**src/bpq_pkg.sv**
```systemverilog
// ----------------------------------------------------------------------------
// bpq_pkg
// shared constants, types and helpers of the button press qualifier
// ----------------------------------------------------------------------------
package bpq_pkg;

    localparam int TIMER_BITS = 16;
    localparam int CFG_BITS   = 16;
    localparam int CMP_BITS   = (TIMER_BITS > CFG_BITS) ? TIMER_BITS : CFG_BITS;
    localparam logic [TIMER_BITS-1:0] CNT_MAX = {TIMER_BITS{1'b1}};

    localparam int PHASE_BITS = 3;
    localparam int OP_BITS    = 2;
    localparam int ADDR_BITS  = 1;

    localparam logic [PHASE_BITS-1:0] PH_IDLE     = 3'd0;
    localparam logic [PHASE_BITS-1:0] PH_PRESSED  = 3'd1;
    localparam logic [PHASE_BITS-1:0] PH_VALID    = 3'd2;
    localparam logic [PHASE_BITS-1:0] PH_RELREQ   = 3'd3;
    localparam logic [PHASE_BITS-1:0] PH_DEBOUNCE = 3'd4;

    localparam logic [OP_BITS-1:0] OP_SAMPLE = 2'd0;
    localparam logic [OP_BITS-1:0] OP_CHECK  = 2'd1;
    localparam logic [OP_BITS-1:0] OP_FORCE  = 2'd2;
    localparam logic [OP_BITS-1:0] OP_TICK   = 2'd3;

    localparam logic [ADDR_BITS-1:0] CFG_PRESS_HOLD = 1'd0;
    localparam logic [ADDR_BITS-1:0] CFG_DEBOUNCE   = 1'd1;

    localparam logic [CFG_BITS-1:0] PRESS_HOLD_RST = 16'd1000;
    localparam logic [CFG_BITS-1:0] DEBOUNCE_RST   = 16'd50;

    typedef logic [PHASE_BITS-1:0] t_phase;

    typedef struct packed {
        logic start;
        logic stop;
        logic tick;
    } t_tmr_ctl;

    function automatic logic [TIMER_BITS-1:0] clamp_timeout(input logic [CFG_BITS-1:0] value);
        logic [CMP_BITS-1:0] wide;
        logic [CMP_BITS-1:0] top;
        wide = CMP_BITS'(value);
        top  = CMP_BITS'(CNT_MAX);
        if (wide > top) begin
            return CNT_MAX;
        end
        return wide[TIMER_BITS-1:0];
    endfunction

endpackage

```
**src/bpq_timer.sv**
```systemverilog
// ----------------------------------------------------------------------------
// bpq_timer
// saturating millisecond timer with latched timeout and match flag
// ----------------------------------------------------------------------------
module bpq_timer (
    input  logic                           i_clk,
    input  logic                           i_rst_n,
    input  bpq_pkg::t_tmr_ctl              i_ctl,
    input  logic [bpq_pkg::CFG_BITS-1:0]   i_timeout,
    output logic                           o_match
);

    logic [bpq_pkg::TIMER_BITS-1:0] r_elapsed, n_elapsed;
    logic [bpq_pkg::TIMER_BITS-1:0] r_limit, n_limit;
    logic                           r_running, n_running;

    always_comb begin
        n_elapsed = r_elapsed;
        n_limit   = r_limit;
        n_running = r_running;
        if (i_ctl.start) begin
            n_elapsed = '0;
            n_running = 1'b1;
            n_limit   = bpq_pkg::clamp_timeout(i_timeout);
        end else if (i_ctl.stop) begin
            n_elapsed = '0;
            n_running = 1'b0;
        end else if (i_ctl.tick && r_running && (r_elapsed != bpq_pkg::CNT_MAX)) begin
            n_elapsed = r_elapsed + 1'b1;
        end
    end

    always_ff @(posedge i_clk) begin
        if (!i_rst_n) begin
            r_elapsed <= '0;
            r_limit   <= '0;
            r_running <= 1'b0;
        end else begin
            r_elapsed <= n_elapsed;
            r_limit   <= n_limit;
            r_running <= n_running;
        end
    end

    assign o_match = r_running && (r_elapsed >= r_limit);

endmodule

```
**src/bpq_fsm.sv**
```systemverilog
// ----------------------------------------------------------------------------
// bpq_fsm
// five-phase press state machine with release demand and timer control
// ----------------------------------------------------------------------------
module bpq_fsm (
    input  logic                              i_clk,
    input  logic                              i_rst_n,
    input  logic                              i_go,
    input  logic [bpq_pkg::OP_BITS-1:0]       i_op,
    input  logic                              i_pressed,
    input  logic                              i_hold_match,
    input  logic                              i_deb_match,
    output bpq_pkg::t_tmr_ctl                 o_hold_ctl,
    output bpq_pkg::t_tmr_ctl                 o_deb_ctl,
    output logic                              o_reported,
    output bpq_pkg::t_phase                   o_phase
);

    bpq_pkg::t_phase r_phase, n_phase;
    logic            r_rel_dem, n_rel_dem;
    logic            reported;
    bpq_pkg::t_tmr_ctl hold_ctl, deb_ctl;

    always_comb begin
        n_phase   = r_phase;
        n_rel_dem = r_rel_dem;
        reported  = 1'b0;
        hold_ctl  = '0;
        deb_ctl   = '0;
        case (i_op)
            bpq_pkg::OP_SAMPLE: begin
                case (r_phase)
                    bpq_pkg::PH_IDLE: begin
                        if (i_pressed && !r_rel_dem) begin
                            hold_ctl.start = 1'b1;
                            n_phase        = bpq_pkg::PH_PRESSED;
                        end else begin
                            n_rel_dem = 1'b0;
                        end
                    end
                    bpq_pkg::PH_PRESSED: begin
                        if (!i_pressed) begin
                            hold_ctl.stop = 1'b1;
                            deb_ctl.start = 1'b1;
                            n_rel_dem     = 1'b0;
                            n_phase       = bpq_pkg::PH_DEBOUNCE;
                        end else if (r_rel_dem) begin
                            hold_ctl.stop = 1'b1;
                            n_rel_dem     = 1'b0;
                            n_phase       = bpq_pkg::PH_RELREQ;
                        end else if (i_hold_match) begin
                            hold_ctl.stop = 1'b1;
                            n_phase       = bpq_pkg::PH_VALID;
                        end
                    end
                    bpq_pkg::PH_VALID: begin
                        if (!i_pressed) begin
                            deb_ctl.start = 1'b1;
                            n_rel_dem     = 1'b0;
                            n_phase       = bpq_pkg::PH_DEBOUNCE;
                        end else if (r_rel_dem) begin
                            n_rel_dem = 1'b0;
                            n_phase   = bpq_pkg::PH_RELREQ;
                        end
                    end
                    bpq_pkg::PH_RELREQ: begin
                        if (!i_pressed) begin
                            deb_ctl.start = 1'b1;
                            n_rel_dem     = 1'b0;
                            n_phase       = bpq_pkg::PH_DEBOUNCE;
                        end else begin
                            n_rel_dem = 1'b0;
                        end
                    end
                    bpq_pkg::PH_DEBOUNCE: begin
                        if (i_deb_match) begin
                            deb_ctl.stop = 1'b1;
                            n_phase      = bpq_pkg::PH_IDLE;
                        end
                    end
                    default: begin
                    end
                endcase
            end
            bpq_pkg::OP_CHECK: begin
                if ((r_phase == bpq_pkg::PH_VALID) && !r_rel_dem) begin
                    n_phase  = bpq_pkg::PH_RELREQ;
                    reported = 1'b1;
                end
            end
            bpq_pkg::OP_FORCE: begin
                n_rel_dem = 1'b1;
            end
            bpq_pkg::OP_TICK: begin
                hold_ctl.tick = 1'b1;
                deb_ctl.tick  = 1'b1;
            end
            default: begin
            end
        endcase
    end

    always_ff @(posedge i_clk) begin
        if (!i_rst_n) begin
            r_phase   <= bpq_pkg::PH_RELREQ;
            r_rel_dem <= 1'b0;
        end else if (i_go) begin
            r_phase   <= n_phase;
            r_rel_dem <= n_rel_dem;
        end
    end

    // timer commands only take effect on a processed word
    assign o_hold_ctl = i_go ? hold_ctl : '0;
    assign o_deb_ctl  = i_go ? deb_ctl  : '0;
    assign o_reported = reported;
    assign o_phase    = n_phase;

endmodule

```
**src/button_press_qualifier_unit.sv**
```systemverilog
// ----------------------------------------------------------------------------
// button_press_qualifier_unit
// qualifies an active-low push button: hold time, forced release, debounce
// ----------------------------------------------------------------------------
// channel   dir  tdata (lsb first)                     tuser
// s_axis    in   pin_level[0], zero pad to 8 bits      operation[1:0]
// m_axis    out  press_reported[0], button_phase[3:1]  -
// cfg       in   0 press_hold_ms, 1 debounce_ms (16 bit write data)
//
// one word per cycle sustained while m_axis is not stalled; an accepted word
// passes through the input register and then the result register to m_axis
// the phase register loop closes once per processed word
// synchronous active-low reset; starts in release required
// a stalled m_axis holds its word; s_axis keeps taking words until the
// input register is also full
// ----------------------------------------------------------------------------
module button_press_qualifier_unit (
    input  logic                              i_clk,
    input  logic                              i_rst_n,
    input  logic                              i_s_axis_tvalid,
    output logic                              o_s_axis_tready,
    input  logic [7:0]                        i_s_axis_tdata,  // pin_level
    input  logic [bpq_pkg::OP_BITS-1:0]       i_s_axis_tuser,  // operation
    output logic                              o_m_axis_tvalid,
    input  logic                              i_m_axis_tready,
    output logic [7:0]                        o_m_axis_tdata,  // press_reported, button_phase
    input  logic                              i_cfg_we,
    input  logic [bpq_pkg::ADDR_BITS-1:0]     i_cfg_addr,
    input  logic [bpq_pkg::CFG_BITS-1:0]      i_cfg_wdata
);

    logic                          r_in_valid;
    logic [bpq_pkg::OP_BITS-1:0]   r_in_op;
    logic                          r_in_pin;
    logic                          r_out_valid;
    logic                          r_out_rep;
    bpq_pkg::t_phase               r_out_phase;
    logic [bpq_pkg::CFG_BITS-1:0]  r_hold_ms;
    logic [bpq_pkg::CFG_BITS-1:0]  r_deb_ms;

    logic              s_accept;
    logic              go;
    logic              hold_match, deb_match;
    bpq_pkg::t_tmr_ctl hold_ctl, deb_ctl;
    logic              reported;
    bpq_pkg::t_phase   phase;

    assign go              = r_in_valid && (!r_out_valid || i_m_axis_tready);
    assign o_s_axis_tready = !r_in_valid || go;
    assign s_accept        = i_s_axis_tvalid && o_s_axis_tready;

    always_ff @(posedge i_clk) begin
        if (!i_rst_n) begin
            r_in_valid <= 1'b0;
        end else if (s_accept) begin
            r_in_valid <= 1'b1;
        end else if (go) begin
            r_in_valid <= 1'b0;
        end
    end

    always_ff @(posedge i_clk) begin
        if (s_accept) begin
            r_in_op  <= i_s_axis_tuser;
            r_in_pin <= i_s_axis_tdata[0];
        end
    end

    always_ff @(posedge i_clk) begin
        if (!i_rst_n) begin
            r_hold_ms <= bpq_pkg::PRESS_HOLD_RST;
            r_deb_ms  <= bpq_pkg::DEBOUNCE_RST;
        end else if (i_cfg_we) begin
            case (i_cfg_addr)
                bpq_pkg::CFG_PRESS_HOLD: r_hold_ms <= i_cfg_wdata;
                bpq_pkg::CFG_DEBOUNCE:   r_deb_ms  <= i_cfg_wdata;
                default: begin
                end
            endcase
        end
    end

    bpq_fsm u_fsm (
        .i_clk        (i_clk),
        .i_rst_n      (i_rst_n),
        .i_go         (go),
        .i_op         (r_in_op),
        .i_pressed    (!r_in_pin),
        .i_hold_match (hold_match),
        .i_deb_match  (deb_match),
        .o_hold_ctl   (hold_ctl),
        .o_deb_ctl    (deb_ctl),
        .o_reported   (reported),
        .o_phase      (phase)
    );

    bpq_timer u_hold_tmr (
        .i_clk     (i_clk),
        .i_rst_n   (i_rst_n),
        .i_ctl     (hold_ctl),
        .i_timeout (r_hold_ms),
        .o_match   (hold_match)
    );

    bpq_timer u_deb_tmr (
        .i_clk     (i_clk),
        .i_rst_n   (i_rst_n),
        .i_ctl     (deb_ctl),
        .i_timeout (r_deb_ms),
        .o_match   (deb_match)
    );

    always_ff @(posedge i_clk) begin
        if (!i_rst_n) begin
            r_out_valid <= 1'b0;
        end else if (go) begin
            r_out_valid <= 1'b1;
        end else if (i_m_axis_tready) begin
            r_out_valid <= 1'b0;
        end
    end

    always_ff @(posedge i_clk) begin
        if (go) begin
            r_out_rep   <= reported;
            r_out_phase <= phase;
        end
    end

    assign o_m_axis_tvalid = r_out_valid;
    assign o_m_axis_tdata  = {4'b0000, r_out_phase, r_out_rep};

endmodule

```
**config.mk**
```make
export PLATFORM = sky130hd
export DESIGN_NAME = button_press_qualifier_unit
export DESIGN_NICKNAME = d
export VERILOG_FILES = /design/src/bpq_pkg.sv /design/src/bpq_timer.sv /design/src/bpq_fsm.sv /design/src/button_press_qualifier_unit.sv
export SDC_FILE = /design/constraint.sdc
export NUM_CORES = 1
export LEC_CHECK = 0
export BUFFER_PORTS_ARGS = -buffer_cell sky130_fd_sc_hd__buf_2
export CAP_MARGIN = 40
export CORE_ASPECT_RATIO = 1.5
export CORE_UTILIZATION = 43
export CTS_CLUSTER_SIZE = 10
export DETAILED_ROUTE_END_ITERATION = 6
export GPL_TIMING_DRIVEN = 0
export PLACE_DENSITY = 0.66
export SLEW_MARGIN = 10
export SYNTH_ARGS = -nofsm -noshare
export SYNTH_HDL_FRONTEND = slang
export SYNTH_SLANG_ARGS = --single-unit
```
**constraint.sdc**
```tcl
create_clock -name i_clk -period 2.5 [get_ports i_clk]
set_input_delay 0.5 -clock i_clk [delete_from_list [all_inputs] [get_ports i_clk]]
set_output_delay 0.5 -clock i_clk [all_outputs]
set_load 0.01 [all_outputs]
```
==> reports/metrics.yaml <==
finClkSkew_ps: 9.21
setup_tns_ps: 0
r2r_start: "u_hold_tmr.r_elapsed[0]$_SDFFE_PP0P_"
antenna_found_initial: 0
leakage_nw: 2.28
critPathKind: "reg -> reg"
remaining_drc_errors: 0
hold_end: "r_in_op[0]$_DFFE_PP_"
multi_input_area_sq_mm: 0.00298
worstSetupEndpointType: "register"
place.gp.congestion: 0.888
cts_tree: "done"
fin_hold_ws_ps: 319
port_buffers: 30
htreeDepth: 3
dieArea_sq_mm: 0.0134
cts_hold_buf: 0
rsz0062_at_grt: "false"
drt_iter0_drc: 244
die_h_microns: 141
pwr_density_cell_mw_per_mm2: 559
first_pass_iters: 5
grt_pass1_vias: 4610
clock.fmax_mhz: 419
core-area_sq_mm: 0.0126
stdcell_count: 874
p_comb_share_pct: 5.9
dp_cells: 858
cts_setup_buffers: 0
utilization_pct: 49.6
antennaDiodeCount: 0
status: "completed"
yosysSeqAreaShare_pct: 41.2
sw_frac_of_total_pct: 23.8
cts-root-buf: "clkbuf_16"
wl_mm: 12.5
cp.required_ps: 2600
grt_pass1_wl_mm: 21.2
synthTopCellsByArea: "dfxtp_1, nand2_1, ha_1, a21boi_0, edfxtp_1"
relSlewSlack_pct: 59.3
hold_depth: 1
final_net_count: 779
cts_resized: 1
p_clk_share_pct: 40.9
seq_area_sq_mm: 0.00229
dpl.hpwl_mm: 9.71
ys.flop_type: "dfxtp_1"
reg2reg_to: "r_out_phase[0]$_DFFE_PP_"
post-route-period-util_pct: 95.5
ios: 42
netlist.area_leader.share_pct: 37.4
hold_viol: 0
postSynth.asyncResetShare_pct: 0
cp_max_fo: 5
clock_latency_ps: 350
synth_cell_types: 58
vdd_ir_drop_max_uv: 321
slew_violations: 0
yosysTopAreaCell: "dfxtp_1"
period_needed_ps: 2390
grt_max_degree: 19
setup_viol: 0
worst_setup_path_start_kind: "register"
reg2reg_depth: 8
clockBufferDepth: 2
critPathArrivalTime_ps: 2480
avgSynthCellArea_sq_um: 8.32
n_fill_cell: 1224
clock_sinks: 111
ant_nets: 0
r2r_setup_slack_ps: 110
grt_overflow: 0
vias: 4633
yosysWarnings: 0
via_per_inst: 5.30
synth-edff-count: 7
hp-class: "in -> reg"
areaGrowthSynthToFinish_pct: 12.0
p_seq_share_pct: 53.2
clk_pin_slew_worst_paths_ps: 70
p_int_mw: 2.66
drive_gt1_share_pct: 9.61
gr-usage-all-layers_pct: 20.2
preCtsSetupSlack_ps: -54.0
setup_ws_ps: 113
synth_seq_cells: 111
initial_core_util_pct: 44.3
syn_area_sq_mm: 0.00557
tightest_slew_ps: 611
p_switching_uw: 829
hold_start: "i_s_axis_tuser[0]"
wire_per_inst_microns: 14.3
cts_buffers: 9
num_rows: 50
die_width_microns: 94.9
drv_cap: 0
synth_cells: 669
## cells by family after synthesis
family                   count (synthesis)  share of synthesized area, %
buffers and inverters                   73                          5.80
XOR/XNOR                                30                          4.72
multiplexers                             1                         0.180
AND/OR/NAND/NOR                        294                          23.7
flip-flops                             111                          41.2
adder cells (fa/ha/maj)                 34                          7.64
other                                    1                        0.0674
AO/OA/AOI/OAI                          125                          16.7
## power by group through the flow
stage          Combinational [mW]  Clock, mW  Sequential [mW]
6_report                    0.206       1.43             1.85
5_1_grt                     0.230       1.53             1.86
4_1_cts                     0.207       1.46             1.85
3_5_place_dp                0.205          0             1.89
3_3_place_gp                0.200          0             1.89
2_1_floorplan               0.138          0             1.88
## cells in the final DEF, fill, tap and decap left out, drive strengths merged, types with 18 or more instances in the layout
cell and n:
a21boi 57, a21oi 18, buf 43, clkbuf 32, dfxtp 104, ha 34
inv 42, nand2 165, nand3 28, nor2 50
## worst max path at each step
| stage | end | slack [ps] | start |
|---|---|---|---|
| after CTS | r_out_phase[0]$_DFFE_PP_ | 20 | u_hold_tmr.r_elapsed[9]$_SDFFE_PP0P_ |
| after global routing | r_out_phase[0]$_DFFE_PP_ | 40 | u_hold_tmr.r_elapsed[0]$_SDFFE_PP0P_ |
| final | r_out_phase[0]$_DFFE_PP_ | 110 | u_hold_tmr.r_elapsed[0]$_SDFFE_PP0P_ |
| after floorplan | r_out_phase[0]$_DFFE_PP_ | 400 | u_hold_tmr.r_elapsed[0]$_SDFFE_PP0P_ |
| after detailed placement | r_out_phase[0]$_DFFE_PP_ | -50 | u_hold_tmr.r_elapsed[0]$_SDFFE_PP0P_ |
| after global placement | r_out_phase[2]$_DFFE_PP_ | 0.5 | u_hold_tmr.r_elapsed[0]$_SDFFE_PP0P_ |
## registers in the layout, indices dropped and copies added, names as in the netlist
| signal | cells |
|---|---|
| o_m_axis_tvalid | 1 |
| r_deb_ms | 16 |
| r_hold_ms | 16 |
| r_in_op | 2 |
| r_in_pin | 1 |
| r_in_valid | 1 |
| r_out_phase | 3 |
| r_out_rep | 1 |
| u_deb_tmr.r_elapsed | 16 |
| u_deb_tmr.r_limit | 16 |
| u_deb_tmr.r_running | 1 |
| u_fsm.r_phase | 3 |
| u_fsm.r_rel_dem | 1 |
| u_hold_tmr.r_elapsed | 16 |
| u_hold_tmr.r_limit | 16 |
| u_hold_tmr.r_running | 1 |
## critical path, stage by stage (launching register included)
cell and delay, ps:
dfxtp_1 420, inv_1 70, ha_1 270, nand2b_4 120, a2111oi_4 70, a2111oi_4 500
o31ai_4 130, o31ai_1 440, nand2_1 100
## synthesized netlist by cell type, types with 2 or more instances
cell	number
nand3b_1	2
inv_1	40
ha_1	34
nand4_1	9
nor4b_1	3
a31oi_1	3
and3_1	6
clkbuf_1	20
o211ai_1	4
buf_6	2
dfxtp_1	104
a211oi_1	4
nand2_1	165
edfxtp_1	7
o31a_1	2
xor2_1	14
o21ai_1	2
nand3_1	28
and2_1	4
a21o_1	4
a21oi_1	18
a21boi_0	56
or3_1	2
o21a_1	2
nor2b_1	4
buf_4	8
nor3b_2	2
nor2_1	50
xnor2_1	16
nand2b_1	4
buf_2	3
o21ai_0	13
nor3_1	6
o31ai_1	2
and4_1	3
## per-stage QoR
step                instance area (sq um)  total power [mW]
finish                               6240              3.49
global route                         6240              3.62
CTS                                  6230              3.52
detailed placement                   5920              2.10
global placement                     5920              2.09
floorplan                            5580              2.02
## final cells by class
class	count	share of cell area [%]
Buffer	33	2.77
Clock buffer	12	4.13
Clock inverter	4	0.562
Inverter	40	2.41
Multi-Input combinational cell	488	47.8
Sequential cell	111	36.8
Tap cell	156	3.13
Timing Repair Buffer	30	2.41
## per-layer routing
metal	routed length (microns)	track usage, %
met1	5070	21.5
met4	434	9.65
met2	6650	37.6
met3	344	3.27
met5	0	0
Power figures use the tool's default switching activity.
